[config.mk]
export PLATFORM = sky130hd
export DESIGN_NAME = wmf_ctrl
export DESIGN_NICKNAME = d
export VERILOG_FILES = /design/src/sv/wmf_pkg.sv /design/src/sv/wmf_ctrl.sv
export SDC_FILE = /design/constraint.sdc
export NUM_CORES = 1
export LEC_CHECK = 0
export BUFFER_PORTS_ARGS = -buffer_cell sky130_fd_sc_hd__buf_2
export CORE_AREA = 2 2 39 41
export DETAILED_ROUTE_END_ITERATION = 7
export DIE_AREA = 0 0 41 43
export PLACE_DENSITY = 0.4
export SYNTH_ARGS = -nofsm -noshare
export SYNTH_HDL_FRONTEND = slang
export SYNTH_SLANG_ARGS = --single-unit
[constraint.sdc]
create_clock -name aclk -period 1.55 [get_ports aclk]
set_input_delay 0.31 -clock aclk [delete_from_list [all_inputs] [get_ports aclk]]
set_output_delay 0.31 -clock aclk [all_outputs]
set_load 0.01 [all_outputs]
[src/sv/wmf_pkg.sv]
// shared types and defaults for the windowed median filter
// controller/datapath command and status structs; no dependencies

package wmf_pkg;

    localparam int DEF_MAX_WIDTH  = 2048;
    localparam int DEF_MAX_RADIUS = 3;

    localparam int CFG_W = 12;   // widest configuration register
    localparam int ROW_W = 12;   // row counter width
    localparam int PIX_W = 8;

    // configuration register indexes
    localparam logic [1:0] REG_WIDTH  = 2'd0;
    localparam logic [1:0] REG_HEIGHT = 2'd1;
    localparam logic [1:0] REG_RADIUS = 2'd2;

    localparam logic [CFG_W-1:0] RST_WIDTH  = 12'd512;
    localparam logic [CFG_W-1:0] RST_HEIGHT = 12'd512;
    localparam logic [1:0]       RST_RADIUS = 2'd2;

    typedef struct packed {
        logic accept;     // take the input transaction
        logic start_x;    // set up selection for the current output column
        logic elem_read;  // fetch next window element from the line store
        logic decide;     // settle one bit of the median
        logic load_out;   // move the median into the output register
        logic next_x;     // step to the next output column
    } wmf_cmd_t;

    typedef struct packed {
        logic go;         // accepted pixel produces output
        logic last_elem;  // final window element being fetched
        logic bit_zero;   // deciding the lsb
        logic x_last;     // last output column of this transaction
        logic out_free;   // output register can take a value
    } wmf_sts_t;

endpackage

[src/sv/wmf_ctrl.sv]
// sequencer for the windowed median filter
// drives datapath commands from status; depends on wmf_pkg

module wmf_ctrl (
    input  logic              aclk,
    input  logic              aresetn,
    input  logic              s_valid,
    output logic              s_ready,
    input  wmf_pkg::wmf_sts_t sts,
    output wmf_pkg::wmf_cmd_t cmd
);
    import wmf_pkg::*;

    typedef enum logic [2:0] {
        ST_IDLE,
        ST_INIT,
        ST_READ,
        ST_WAIT,
        ST_DECIDE,
        ST_OUT
    } state_t;

    state_t state_reg, state_next;

    always_comb begin
        state_next = state_reg;
        cmd        = '0;
        s_ready    = 1'b0;
        case (state_reg)
            ST_IDLE: begin
                s_ready    = 1'b1;
                cmd.accept = s_valid;
                if (s_valid && sts.go) begin
                    state_next = ST_INIT;
                end
            end
            ST_INIT: begin
                cmd.start_x = 1'b1;
                state_next  = ST_READ;
            end
            ST_READ: begin
                cmd.elem_read = 1'b1;
                if (sts.last_elem) begin
                    state_next = ST_WAIT;
                end
            end
            ST_WAIT: begin
                state_next = ST_DECIDE;
            end
            ST_DECIDE: begin
                cmd.decide = 1'b1;
                state_next = sts.bit_zero ? ST_OUT : ST_READ;
            end
            ST_OUT: begin
                if (sts.out_free) begin
                    cmd.load_out = 1'b1;
                    if (sts.x_last) begin
                        state_next = ST_IDLE;
                    end else begin
                        cmd.next_x = 1'b1;
                        state_next = ST_INIT;
                    end
                end
            end
            default: state_next = ST_IDLE;
        endcase
    end

    always_ff @(posedge aclk) begin
        if (!aresetn) begin
            state_reg <= ST_IDLE;
        end else begin
            state_reg <= state_next;
        end
    end

    a_decide_from_wait: assert property (@(posedge aclk) disable iff (!aresetn)
        state_reg == ST_DECIDE |-> $past(state_reg) == ST_WAIT)
        else $error("decide without settle cycle");
    a_load_free: assert property (@(posedge aclk) disable iff (!aresetn)
        cmd.load_out |-> sts.out_free)
        else $error("output overwritten");
    a_accept_idle: assert property (@(posedge aclk) disable iff (!aresetn)
        cmd.accept && sts.go |=> state_reg == ST_INIT)
        else $error("emission not started");

endmodule

# Yosys cells after proc, flatten, opt, wreduce, memory -nomap -nowiden
# Cells that the tools add are included.
[word_totals]
regBits = 3
in_bits = 8
out_inout_bits = 7
wordCells = 26
[classes]
n_eq_ne = 8
muxes = 14
reduce_logical = 3
[op_table]
columns = ["cell", "n"]
rows = [
  ["case mux 3 bit (6 select lines)", 1],
  ["two-way mux 3 bit", 4],
  ["two-way mux 1 bit", 7],
  ["== test 3 x 2 -> 1 bit (second input constant)", 2],
  ["== test 3 bit (second input constant)", 2],
  ["!= test 2 bit (second input constant)", 3],
  ["two-way mux 2 bit", 2],
  ["== test 3 x 1 -> 1 bit (second input constant)", 1],
  ["logical NOT 3 bit", 1],
  ["AND reduction 3 bit", 1],
  ["logical AND 1 bit", 1],
]

# Depth between registers and ports, before layout
[depth]
depth_word = 3
depth_mapped = 5
depth_no_buf = 4

# Least setup slack after synthesis
# No wires, ideal clock.
[synth_timing]
kind = "register -> output"
start = "register state_reg[0]"
end = "output cmd[0] (netlist name)"
arrival_ps = 1055
slack_ps = 185
path_stages_with_launch = 5
n_path_buf = 1
path_cell_list = "dfxtp_1 buf_2 and2b_1 and3_1 nor2b_1"
[synth_rtl]
columns = ["element", "line", "source"]
rows = [
  ["start, declared", "wmf_ctrl.sv:23", "state_t state_reg, state_next;"],
  ["start signal, assigned", "wmf_ctrl.sv:73", "state_reg <= state_next;"],
  ["end, declared", "wmf_ctrl.sv:10", "output wmf_pkg::wmf_cmd_t cmd"],
]

==> run metrics <==
net count reported at finish=58; Hold Crit Class=input port to register; ys async rst share=0; max reg flops=3; Final WS setup=a little under 60 ps; All-Layer GR Usage=0.0832; synthesized instance count=31; DR DRC count=0; initial core utilization=0.172; post-synthesis sequential area ratio=0.253; Yosys cell types=23; Max Fanout on Critical Path=4; count of clock tree sinks=3; element type at the critical path end=primary output; IO Pins=15; crit start category=register; cts bufs inserted=3; grt ovf=0; clk buf depth=2; max-slew violations=0; Max Clk Rate=670 MHz; IO buf count=14; Synth top cells by count=nor2b_1, a21oi_1, dfxtp_1; Crit Path Class=register to primary output; root buffer cell=clkbuf_4; dpl ws=288 ps; syn avg cell area=7.67 sq um; GR Util met3=0.0628; r2r worst-path depth=4; Die H=43 um; DRT Pass-1 Iters=4; setup bufs post-CTS=0; number of cell rows=14; Diodes inserted=0; Post-synth EDFFs=0; GRT met1 Usage=0.112; TNS Setup=0 ps; RSZ-0062 raised after global routing=no; Final period util=0.963; hold depth=2; worst slew pin tran=278 ps; Synth Flop Type=dfxtp_1; Via Count=280; met2 Resource Use GR=0.0844; Hold Fails Final Rpt=0; pin count of the biggest net entering global routing=12; CTS tree=yes; vias in the first global route=218; Worst Path Required=1240 ps; WL final=approximately 680 um; 1st-iter DRT viols=6; Seq cells post-synth=3; Top Usage Layer GRT=met1; count leader, synth=nor2b_1; Clock Latency Late Sink=approximately 230 ps; vias per cell=about 4.3; WL/cell=10.5 um; Synth Cell Area=238 sq um; DPL Wire Length=a little over 500 um; Die Area=0.00176 sq mm; first-pass GRT wire length=910 um; top cells by area, synth=dfxtp_1, nor2b_1, a21oi_1; Period minus WS final=1490 ps; Rel. slew slack=0.813; routability cong.=0.717; max_cap viols=0; syn nets=39; final setup fails=0; Arrival @ worst endpoint=1180 ps; Hold Crit Start=aresetn; peak supply drop=~0.28 mV; top cell type's share of synthesized area=0.253; Final Skew=1.84 ps; H-Tree Depth=1; core area=0.00138 sq mm; Synth area leader=dfxtp_1; initial antenna violation count=0; final antenna-violating net count=0; Leak=0.173 nW; Syn. warnings=0; status=finished, final reports clean; chip width=a little over 40 um; Pwr per Cell Area=approximately 1100 mW/mm^2; launch point of the worst reg-to-reg path=state_reg[1]; share of layout cells above drive strength 1=0.510; Worst-path clk slew=40 ps; worst setup path startpoint=state_reg[1]; Area Overhead vs Synth=61.6%
[where the power goes]
| part | internal (mW) | leakage, nW | switching, mW |
|---|---|---|---|
| logic | 0.0807 | 0.132 | 0.0884 |
| clock network | 0.0966 | 0.0150 | 0.0425 |
| registers | 0.0913 | 0.0255 | 0.00700 |
| total | 0.269 | 0.173 | 0.138 |
[layer usage]
metal	part of all wire	wire, um
met2	0.40	275
met3	0.085	58
met5	0	0
met1	0.51	346
met4	0	0
[timing repair]
item	4_1_cts	5_1_grt
hold buffers	0	0
gates resized for setup	0	8
endpoints found under the setup margin	0	2
[worst paths after layout]
kind | to | slack, ps
setup / recovery | cmd[0] | 60
hold / removal | state_reg[1] | 330
setup reg to reg | state_reg[1] | 390
hold reg to reg | state_reg[0] | 660
[cell usage in the layout, fill, tap and decap left out, types with 2 or more instances in the layout]
cell / n
buf_2: 13
nor2b_1: 3
a21oi_1: 3
clkbuf_4: 3
nand2b_1: 2
buf_4: 2
dfxtp_2: 2
[critical path, cell delays in order (launching register included)]
cell and delay, ps:
dfxtp_2 310, and2b_2 230, and3_4 180, nor2b_4 130, buf_6 100
[metrics by stage]
step	cells	cell area (sq um)	total power, mW	utilization	hold WS, ps
after global placement	61	330	0.261	0.239	579
after CTS	65	357	0.405	0.258	324
after floorplan	31	238	0.197	-	428
final	65	384	0.406	0.278	335
after detailed placement	61	330	0.260	0.239	570
after global routing	65	384	0.438	0.278	342
[kinds of logic after synthesis]
logic type | Yosys count | synth area share
and+or+nand+nor | 16 | 0.437
AOI/OAI and AO/OA | 10 | 0.258
DFF | 3 | 0.253
buffers and inverters | 2 | 0.0526
[area by class of cell]
type                    count  area, sq um
flip-flops and latches      3         62.6
fillers                   157         1000
well taps                  16         20.0
clock buffers               4         26.3
repair buffers             16         91.3
multi-input cells          26          184
Note: power is estimated with default switching activity, not from simulation.
